**src/ops_pkg.sv**
```systemverilog
`timescale 1ns / 1ps
// Shared types and constants for the overload protection supervisor.
// No dependencies.
package ops_pkg;

    localparam int unsigned CountWidth = 16;
    localparam int unsigned AddrWidth  = 3;
    localparam int unsigned DataWidth  = 32;

    typedef logic [CountWidth-1:0] count_t;
    typedef logic [7:0]            s_tdata_t;
    typedef logic [7:0]            m_tdata_t;
    typedef logic [AddrWidth-1:0]  paddr_t;
    typedef logic [DataWidth-1:0]  pdata_t;

    typedef enum logic {
        REG_BLANKING_TICKS = 1'b0,
        REG_OVERLOAD_TICKS = 1'b1
    } reg_index_t;

    localparam count_t BlankingTicksReset = 16'd100;
    localparam count_t OverloadTicksReset = 16'd10;

    // Input request fields, from bit 0 up.
    localparam int unsigned InOverloadActive = 0;
    localparam int unsigned InResetOverload  = 1;
    localparam int unsigned InOffReq         = 2;
    localparam int unsigned InOnReq          = 3;
    localparam int unsigned InAdcOffReq      = 4;
    localparam int unsigned InAdcOnReq       = 5;

endpackage

```
**src/overload_protection_supervisor.sv**
```systemverilog
`timescale 1ns / 1ps
// The result of an accepted request is registered into m_tdata at the edge that accepts it.
// Throughput: one request per cycle while m_tready is high; the result register frees as it is taken.
// The counter and flag update is one combinational pass into the state and result registers.
// Reset (aresetn low, synchronous): counters and flags clear, registers load 100 and 10,
// no result pending.
// Depends on ops_pkg.
module overload_protection_supervisor (
    input  logic             aclk,
    input  logic             aresetn,
    input  logic             s_tvalid,
    output logic             s_tready,
    // [0] overload_active, [1] reset_overload_req, [2] off_req, [3] on_req,
    // [4] adc_off_req, [5] adc_on_req, [7:6] zero
    input  ops_pkg::s_tdata_t s_tdata,
    output logic             m_tvalid,
    input  logic             m_tready,
    // [0] drive_on, [1] status_on, [2] status_overloaded, [3] status_adc_hold, [7:4] zero
    output ops_pkg::m_tdata_t m_tdata,
    input  logic             psel,
    input  logic             penable,
    input  logic             pwrite,
    input  ops_pkg::paddr_t  paddr,
    input  ops_pkg::pdata_t  pwdata,
    output ops_pkg::pdata_t  prdata,
    output logic             pready
);
    import ops_pkg::*;

    count_t     blanking_ticks_reg;
    count_t     overload_ticks_reg;
    count_t     blank_count_reg, blank_count_next;
    count_t     overload_count_reg, overload_count_next;
    logic       on_flag_reg, on_flag_next;
    logic       overloaded_reg, overloaded_next;
    logic       adc_hold_reg, adc_hold_next;
    logic       m_valid_reg;
    m_tdata_t   m_data_reg;
    logic       accept;
    logic       cfg_write;
    reg_index_t cfg_index;

    assign pready    = 1'b1;
    assign cfg_index = reg_index_t'(paddr[2]);
    assign cfg_write = psel & penable & pwrite & pready;

    always_comb begin
        case (cfg_index)
            REG_BLANKING_TICKS: prdata = {{(DataWidth-CountWidth){1'b0}}, blanking_ticks_reg};
            REG_OVERLOAD_TICKS: prdata = {{(DataWidth-CountWidth){1'b0}}, overload_ticks_reg};
            default:            prdata = '0;
        endcase
    end

    assign s_tready = ~m_valid_reg | m_tready;
    assign accept   = s_tvalid & s_tready;
    assign m_tvalid = m_valid_reg;
    assign m_tdata  = m_data_reg;

    always_comb begin
        if (!on_flag_reg || adc_hold_reg) begin
            blank_count_next = blanking_ticks_reg;
        end else if (blank_count_reg != '0) begin
            blank_count_next = blank_count_reg - count_t'(1);
        end else begin
            blank_count_next = '0;
        end

        if (blank_count_next != '0 || s_tdata[InOverloadActive]) begin
            overload_count_next = overload_ticks_reg;
        end else if (overload_count_reg != '0) begin
            overload_count_next = overload_count_reg - count_t'(1);
        end else begin
            overload_count_next = '0;
        end

        on_flag_next    = on_flag_reg;
        overloaded_next = overloaded_reg;
        if (overload_count_next == '0) begin
            on_flag_next    = 1'b0;
            overloaded_next = 1'b1;
        end
        if (s_tdata[InResetOverload]) begin
            overloaded_next = 1'b0;
        end
        if (!overloaded_next) begin
            if (s_tdata[InOffReq]) begin
                on_flag_next = 1'b0;
            end else if (s_tdata[InOnReq]) begin
                on_flag_next = 1'b1;
            end
        end

        if (s_tdata[InAdcOffReq]) begin
            adc_hold_next = 1'b1;
        end else if (s_tdata[InAdcOnReq]) begin
            adc_hold_next = 1'b0;
        end else begin
            adc_hold_next = adc_hold_reg;
        end
    end

    always_ff @(posedge aclk) begin
        if (!aresetn) begin
            blanking_ticks_reg <= BlankingTicksReset;
            overload_ticks_reg <= OverloadTicksReset;
            blank_count_reg    <= '0;
            overload_count_reg <= '0;
            on_flag_reg        <= 1'b0;
            overloaded_reg     <= 1'b0;
            adc_hold_reg       <= 1'b0;
            m_valid_reg        <= 1'b0;
        end else begin
            if (cfg_write) begin
                case (cfg_index)
                    REG_BLANKING_TICKS: blanking_ticks_reg <= pwdata[CountWidth-1:0];
                    REG_OVERLOAD_TICKS: overload_ticks_reg <= pwdata[CountWidth-1:0];
                    default: ;
                endcase
            end
            if (accept) begin
                blank_count_reg    <= blank_count_next;
                overload_count_reg <= overload_count_next;
                on_flag_reg        <= on_flag_next;
                overloaded_reg     <= overloaded_next;
                adc_hold_reg       <= adc_hold_next;
                m_valid_reg        <= 1'b1;
            end else if (m_tready) begin
                m_valid_reg <= 1'b0;
            end
        end
    end

    always_ff @(posedge aclk) begin
        if (accept) begin
            m_data_reg <= {4'b0000, adc_hold_next, overloaded_next, on_flag_next,
                           on_flag_next & ~adc_hold_next};
        end
    end

endmodule

```
**config.mk**
```make
export PLATFORM = sky130hd
export DESIGN_NAME = overload_protection_supervisor
export DESIGN_NICKNAME = d
export VERILOG_FILES = /design/src/ops_pkg.sv /design/src/overload_protection_supervisor.sv
export SDC_FILE = /design/constraint.sdc
export NUM_CORES = 1
export LEC_CHECK = 0
export BUFFER_PORTS_ARGS = -buffer_cell sky130_fd_sc_hd__buf_4
export CAP_MARGIN = 40
export CORE_AREA = 2 2 100 92
export DETAILED_ROUTE_END_ITERATION = 10
export DIE_AREA = 0 0 102 94
export PLACE_DENSITY = 0.72
export SYNTH_ARGS = -nofsm -noshare
export SYNTH_HDL_FRONTEND = slang
export SYNTH_SLANG_ARGS = --single-unit
```
**constraint.sdc**
```tcl
create_clock -name aclk -period 4.3 [get_ports aclk]
set_clock_uncertainty 0.2 [all_clocks]
set_input_delay 0.215 -clock aclk [delete_from_list [all_inputs] [get_ports aclk]]
set_output_delay 0.215 -clock aclk [all_outputs]
set_load 0.05 [all_outputs]
```
==> summary.md, run 1 <==
| Metric | Value |
|---|---|
| Outcome | finished, final reports clean |
| Number of nets with antenna violations after detailed routing | 0 |
| Core box area | 8490 µm² |
| Cell type group with the largest total delay on the critical path | simple AND/OR/NAND/NOR gates |
| Post-detailed-route wirelength per cell | 16.7 µm |
| Final Hold Vio Count | 0 |
| Register-to-register setup slack | roughly 0.53 ns |
| Critical path class | reg -> reg |
| Max Cap Viol | 0 |
| Pin count of the biggest net entering global routing | 50 |
| Critical path fanouts, max | 13 |
| Seq cells post-synth | 72 |
| Die boundary height | 94 µm |
| Routability Congestion | 0.900 |
| Cell Rows | 32 |
| Tcrit/Tclk final | 0.876 |
| Maximum ir drop on the vdd rail | 0.000190 V |
| Leading cell type in the layout, fill and taps excluded | nand2_1 |
| Max stage delay on crit path | 0.57 ns |
| Ports placed on the boundary | 93 |
| Die boundary width | 102 µm |
| Highest Clock Rate | 0.266 GHz |
| Fraction of final layout cells sized beyond drive strength 1 | 0.173 |
| Antenna violations before repair | 0 |
| Highest-count cells in the layout ignoring fill and taps | nand2_1, dfxtp_1, a21oi_1, buf_4, nor2_1 |
| Min-delay worst type | in -> reg |
| Average cell area after synthesis | 7.87 µm² |
| Total number of nets in the final design | around 650 |
| Post-synthesis instance area | 4280 µm² |
| End-of-flow core utilization | 0.600 |
| Critical path data required time | 4.36 ns |
| Final critical delay including setup and external delays | 3.77 ns |
| Final TNS setup | 0 ns |
| Area overhead of the layout relative to synthesis | 19.1% |
| RSZ-0062 raised after global routing | false |
| Drt first pass iters | 5 |
| Vias in the first global route | 4002 |
| Endpoint of the most critical register-to-register path | overloaded_reg$_SDFFE_PN0P_ |
| Number of failing setup endpoints in the final timing report | 0 |
| Worst Hold Endpoint | on_flag_reg$_SDFFE_PN0P_ |
| Level count of the clock H-tree | 3 |
| DRC violation total after the first TritonRoute iteration | 314 |
| Clk Latency, worst-skew pair | 0.35 ns |
| Clock tree from TritonCTS | yes |
| CTS Buf Count | 9 |
| P per Cell Area | 350 nW/µm² |
| Leak pwr | 1.93 nW |
| Clock Path Buffers | 2 |
| Cts repair resizes | 0 |
| Aggregate routed wire length | 12200 µm |
| Count of flip-flops with a built-in enable after synthesis | 4 |
| Cell depth of the worst min-delay path | 4 |
| Total of buffers placed on input and output ports | roughly 50 |
| Global route total overflow | 0 |
| Post-detailed-placement half-perimeter wirelength | just over 8000 µm |
| Type of element launching the critical path | flip-flop |
| Diodes inserted | 0 |
| Synthesized instance count | 543 |
| Vias/cell | 5.85 |
| Global-route wire length before repair | roughly 20000 µm |
| Die Footprint | 9590 µm² |
| Tightest Pin Transition | 0.897 ns |
| Clock root buffer | clkbuf_8 |
| Total count of max-transition violations in the final report | 0 |
| Area share of the largest cell type after synthesis | 0.318 |
| Library cell with the largest summed area after synthesis | dfxtp_1 |
| Worst reg-to-reg path cell count | 10 |
| Total global routing track utilization | 0.263 |
| Worst Setup End Kind | flip-flop |
| # DRC | 0 |
| Cells along the critical path | inv_1, ha_1, nor2b_1, and4_4, a21oi_2, o21a_1, or4_4, nor3_4, mux2_2, o41ai_2 |
| Arr. time, crit path | 3.82 ns |
| Relative max-transition margin | 0.402 |
| Number of clock sinks | slightly above 70 |
| Count of cell types in the netlist | 67 |
| Clock transition at the register clock pins on the worst setup and hold paths after CTS | ~0.080 ns |
| Biggest area contributors in the synthesized netlist | dfxtp_1, nand2_1, a21oi_1, mux2_2, buf_4 |
| Sequential fraction of the synthesis area | 0.347 |
| Initial Util | 0.504 |
| Worst path bufs/invs | 1 |
| Critical path's slowest cell | or4_4 |
| Proportion of register bits with asynchronous set or reset after synthesis | 0 |
| Commonest register cell after synthesis | dfxtp_1 |
| Launch point of the worst reg-to-reg path | blank_count_reg[0]$_SDFFE_PN0P_ |
| Launch point of the worst hold path | s_tdata[2] |
| YS warnings | 0 |
| Vias | 4249 |
==> stage by stage <==
stage	setup WS, ns	instances	area (µm²)	power (mW)	hold WS [ns]
after floorplan	1.20	562	4350	1.06	0.114
after global placement	0.714	683	4590	1.14	0.240
after detailed placement	0.638	685	4610	1.14	0.246
after CTS	0.608	726	5090	1.78	0.0604
after global routing	0.338	726	5090	1.86	0.0974
final	0.534	726	5090	1.78	0.0701
==> report_power, final <==
part	internal, mW	switching, mW	total (mW)	leakage (nW)
Clock	0.358	0.268	0.626	0.119
Combinational	0.153	0.270	0.422	1.22
Sequential	0.699	0.0362	0.736	0.594
Total	1.21	0.574	1.78	1.93
==> cells in the mapped netlist (14+ instances only) <==
cell type	instances
nand2_1	96
dfxtp_1	68
a21oi_1	60
nor2_1	42
clkbuf_1	22
buf_4	21
o21ai_0	21
mux2_2	19
nor3_1	17
nand3_1	15
nor4_1	15
mux2i_1	14
==> cell families after synthesis <==
group | share of synthesized area
AOI/OAI and AO/OA | 0.177
muxes | 0.0855
buffers and inverters | 0.0837
DFF | 0.347
other | 0.00176
adders and majority gates | 0.00585
xor gates and xnor gates | 0.0205
and+or+nand+nor | 0.279
==> metal layers <==
metal | vias to the layer above | global-route usage | part of all wire
li1 | 2024 | - | -
met1 | 1965 | 0.363 | 0.45
met2 | 236 | 0.421 | 0.45
met3 | 24 | 0.0409 | 0.082
met4 | 0 | 0.0844 | 0.019
met5 | - | 0 | 0
==> what timing repair did <==
item                       4_1_cts  5_1_grt
hold buffers                    25        0
setup buffers                    0        0
setup endpoints to repair        0        0
hold endpoints to repair        36        0
==> worst max path at each step <==
stage / start / end / depth (start not counted)
detailed placement: blank_count_reg[0]$_SDFFE_PN0P_ / overloaded_reg$_SDFFE_PN0P_ / 10
global placement: blank_count_reg[0]$_SDFFE_PN0P_ / overload_count_reg[0]$_SDFFE_PN0P_ / 11
finish: blank_count_reg[0]$_SDFFE_PN0P_ / overloaded_reg$_SDFFE_PN0P_ / 10
CTS: blank_count_reg[0]$_SDFFE_PN0P_ / overloaded_reg$_SDFFE_PN0P_ / 10
floorplan: blank_count_reg[0]$_SDFFE_PN0P_ / m_tdata[2]$_DFFE_PP_ / 10
global route: blank_count_reg[0]$_SDFFE_PN0P_ / overload_count_reg[11]$_SDFFE_PN0P_ / 11
==> tightest hold or removal path, delay by kind of cell <==
| family | cells | cell delay (ns) |
|---|---|---|
| AO/OA/AOI/OAI | 2 | 0.23 |
| AND/OR/NAND/NOR | 1 | 0.05 |
| buffers and inverters | 1 | 0.08 |
==> layout make-up <==
cell class / count / area, µm²
Clock inverter: 5 / 78.8
Fill cell: 776 / 3400
Sequential cell: 72 / 1480
Tap cell: 119 / 149
Multi-Input combinational cell: 426 / 2510
Inverter: 11 / 41.3
Timing Repair Buffer: 82 / 682
Clock buffer: 11 / 151
(Power assumes the default switching activity.)
==> run 2, diff against run 1 <==
--- a/config.mk
+++ b/config.mk
@@ -11,6 +11,7 @@
 export DETAILED_ROUTE_END_ITERATION = 10
 export DIE_AREA = 0 0 102 94
 export PLACE_DENSITY = 0.72
+export RECOVER_POWER = 50
 export SYNTH_ARGS = -nofsm -noshare
 export SYNTH_HDL_FRONTEND = slang
 export SYNTH_SLANG_ARGS = --single-unit
==> run 2 against run 1 <==
Compared with the run above: fmax about the same; critical path type unchanged; cell area decreased by 1.2%; wire length fell by 0.97%; sequential cell count unchanged; the flow now finishes with violations (capacitance limit, slew limit); utilization shrank 0.71 points.
==> summary.md, run 2 (synthesis gave the netlist of run 1 again) <==
| Metric | Value |
|---|---|
| Cells along the critical path | inv_1, ha_1, nor2b_1, and4_4, a21oi_2, o21a_1, or4_4, nor3_4, buf_4, mux2i_1, a21oi_1 |
| Maximum ir drop on the vdd rail | 0.000188 V (-1.5%) |
| Leading cell type in the layout, fill and taps excluded | nand2_1 |
| Vias/cell | 5.86 (+0.19%) |
| Relative max-transition margin | -0.0271 (-0.429) |
| Worst path bufs/invs | 2 (+1) |
| Max stage delay on crit path | 0.57 ns (about the same) |
| Pin count of the biggest net entering global routing | 50 (unchanged) |
| Global-route wire length before repair | 19900 µm (unchanged) |
| Global route total overflow | 0 (unchanged) |
| RSZ-0062 raised after global routing | false |
| Core box area | 8490 µm² (unchanged) |
| End-of-flow core utilization | 0.593 (-0.00708) |
| Drt first pass iters | 6 (+1) |
| Level count of the clock H-tree | 3 (unchanged) |
| Vias in the first global route | 4002 (unchanged) |
| Die boundary width | 102 µm (unchanged) |
| DRC violation total after the first TritonRoute iteration | 347 (+11%) |
| Worst Setup End Kind | flip-flop |
| P per Cell Area | 353 nW/µm² (+0.68%) |
| CTS Buf Count | 9 (unchanged) |
| Cell type group with the largest total delay on the critical path | simple AND/OR/NAND/NOR gates |
| Number of clock sinks | 72 (unchanged) |
| Clock tree from TritonCTS | yes |
| Die boundary height | 94 µm (unchanged) |
| Highest Clock Rate | 0.265 GHz (about the same) |
| Antenna violations before repair | 0 (unchanged) |
| Critical path class | reg -> reg |
| Number of buffers inserted for hold repair after clock tree synthesis | 25 (unchanged) |
| Area overhead of the layout relative to synthesis | 17.7% |
| Total of buffers placed on input and output ports | 51 (unchanged) |
| Fraction of final layout cells sized beyond drive strength 1 | 0.132 (-0.0412) |
| Total count of max-transition violations in the final report | 50 (+50) |
| # DRC | 0 (unchanged) |
| Post-detailed-route wirelength per cell | 16.6 µm (-0.97%) |
| Placed Cells | 685 (unchanged) |
| Ports placed on the boundary | 93 (unchanged) |
| Clock root buffer | clkbuf_8 |
| # Post-CTS Setup Buffers | 0 (unchanged) |
| Clock Path Buffers | 2 (unchanged) |
| Number of failing setup endpoints in the final timing report | 0 (unchanged) |
| Diodes inserted | 0 (unchanged) |
| Min-delay worst type | in -> reg |
| Critical path data required time | 4.27 ns (-0.09 ns) |
| Final worst slack | 0.531 ns (-0.00240 ns) |
| Total number of nets in the final design | 654 (unchanged) |
| Initial Util | 0.504 (unchanged) |
| Type of element launching the critical path | flip-flop |
| Aggregate routed wire length | 12000 µm (-0.97%) |
| Arr. time, crit path | 3.74 ns (-0.08 ns) |
| Final TNS setup | 0 ns (unchanged) |
| Cts repair resizes | 0 (unchanged) |
| Tightest Pin Transition | 1.54 ns (+0.642 ns) |
| Final Hold Vio Count | 0 (unchanged) |
| Post-Place Setup Slack | 0.638 ns (unchanged) |
| Total global routing track utilization | 0.263 (unchanged) |
| Violations in the final reports | capacitance limit, slew limit |
| Routability Congestion | 0.900 (unchanged) |
| Total non-filler cell area in the finished layout | 5030 µm² (-1.2%) |
| Number of standard cells in the layout, taps in and fillers out | 726 (unchanged) |
| Leak pwr | 1.88 nW (-2.8%) |
| Outcome | finished, violations left |
| Highest-count cells in the layout ignoring fill and taps | nand2_1, dfxtp_1, a21oi_1, nor2_1, buf_4 |
| Final critical delay including setup and external delays | 3.77 ns (+0.00240 ns) |
| Critical path's slowest cell | or4_4 |
| Vias | 4257 (+0.19%) |
| Clk Latency, worst-skew pair | 0.35 ns (about the same) |
| Cell Rows | 32 (unchanged) |
| Post-detailed-placement half-perimeter wirelength | 8110 µm (unchanged) |
| Die Footprint | 9590 µm² (unchanged) |
| DP Area | 4610 µm² (unchanged) |
| Max Cap Viol | 1 (+1) |
| Critical path fanouts, max | 13 (unchanged) |
| Tcrit/Tclk final | 0.876 (about the same) |
| Number of nets with antenna violations after detailed routing | 0 (unchanged) |
| Clock transition at the register clock pins on the worst setup and hold paths after CTS | 0.08 ns (about the same) |
[run 2: area by class of cell]
class / count / area [µm²]
multi-input combinational: 426 / 2510
timing repair buffer: 82 / 622
inverter: 11 / 41.3
sequential: 72 / 1480
clock buffer: 11 / 151
fill: 790 / 3460
clock inverter: 5 / 78.8
tap: 119 / 149
[run 2: final timing paths]
kind | startpoint | end | slack, ns | cells after the start
max | blank_count_reg[0]$_SDFFE_PN0P_ | overload_count_reg[8]$_SDFFE_PN0P_ | 0.53 | 11
min | s_tdata[2] | on_flag_reg$_SDFFE_PN0P_ | 0.07 | 4
max reg2reg | blank_count_reg[0]$_SDFFE_PN0P_ | overload_count_reg[8]$_SDFFE_PN0P_ | 0.53 | 11
min reg2reg | blanking_ticks_reg[13]$_SDFFE_PN0P_ | blanking_ticks_reg[13]$_SDFFE_PN0P_ | 0.29 | 2
[run 2: per-stage QoR]
step           power, mW  hold WS (ns)
5_1_grt             1.85        0.0974
4_1_cts             1.78        0.0604
6_report            1.77        0.0701
3_3_place_gp        1.14         0.240
3_5_place_dp        1.14         0.246
2_1_floorplan       1.06         0.114
[run 2: power by group]
| group | switching, mW | leakage (nW) | internal [mW] | total [mW] |
|---|---|---|---|---|
| clock | 0.267 | 0.119 | 0.358 | 0.625 |
| combinational | 0.269 | 1.17 | 0.145 | 0.414 |
| sequential | 0.0361 | 0.594 | 0.700 | 0.736 |
| total | 0.572 | 1.88 | 1.20 | 1.77 |
[run 2: routing by layer]
layer | global-route usage | share of wire | up-vias
li1 | - | - | 2026
met1 | 0.363 | 0.45 | 1993
met5 | 0 | 0 | -
met4 | 0.0844 | 0.015 | 0
met2 | 0.421 | 0.45 | 221
met3 | 0.0409 | 0.079 | 17
[run 2: worst min-delay path, stage by stage]
cell	delay, ns
buf_4	0.08
nor2b_1	0.05
a21oi_1	0.14
a31oi_1	0.09
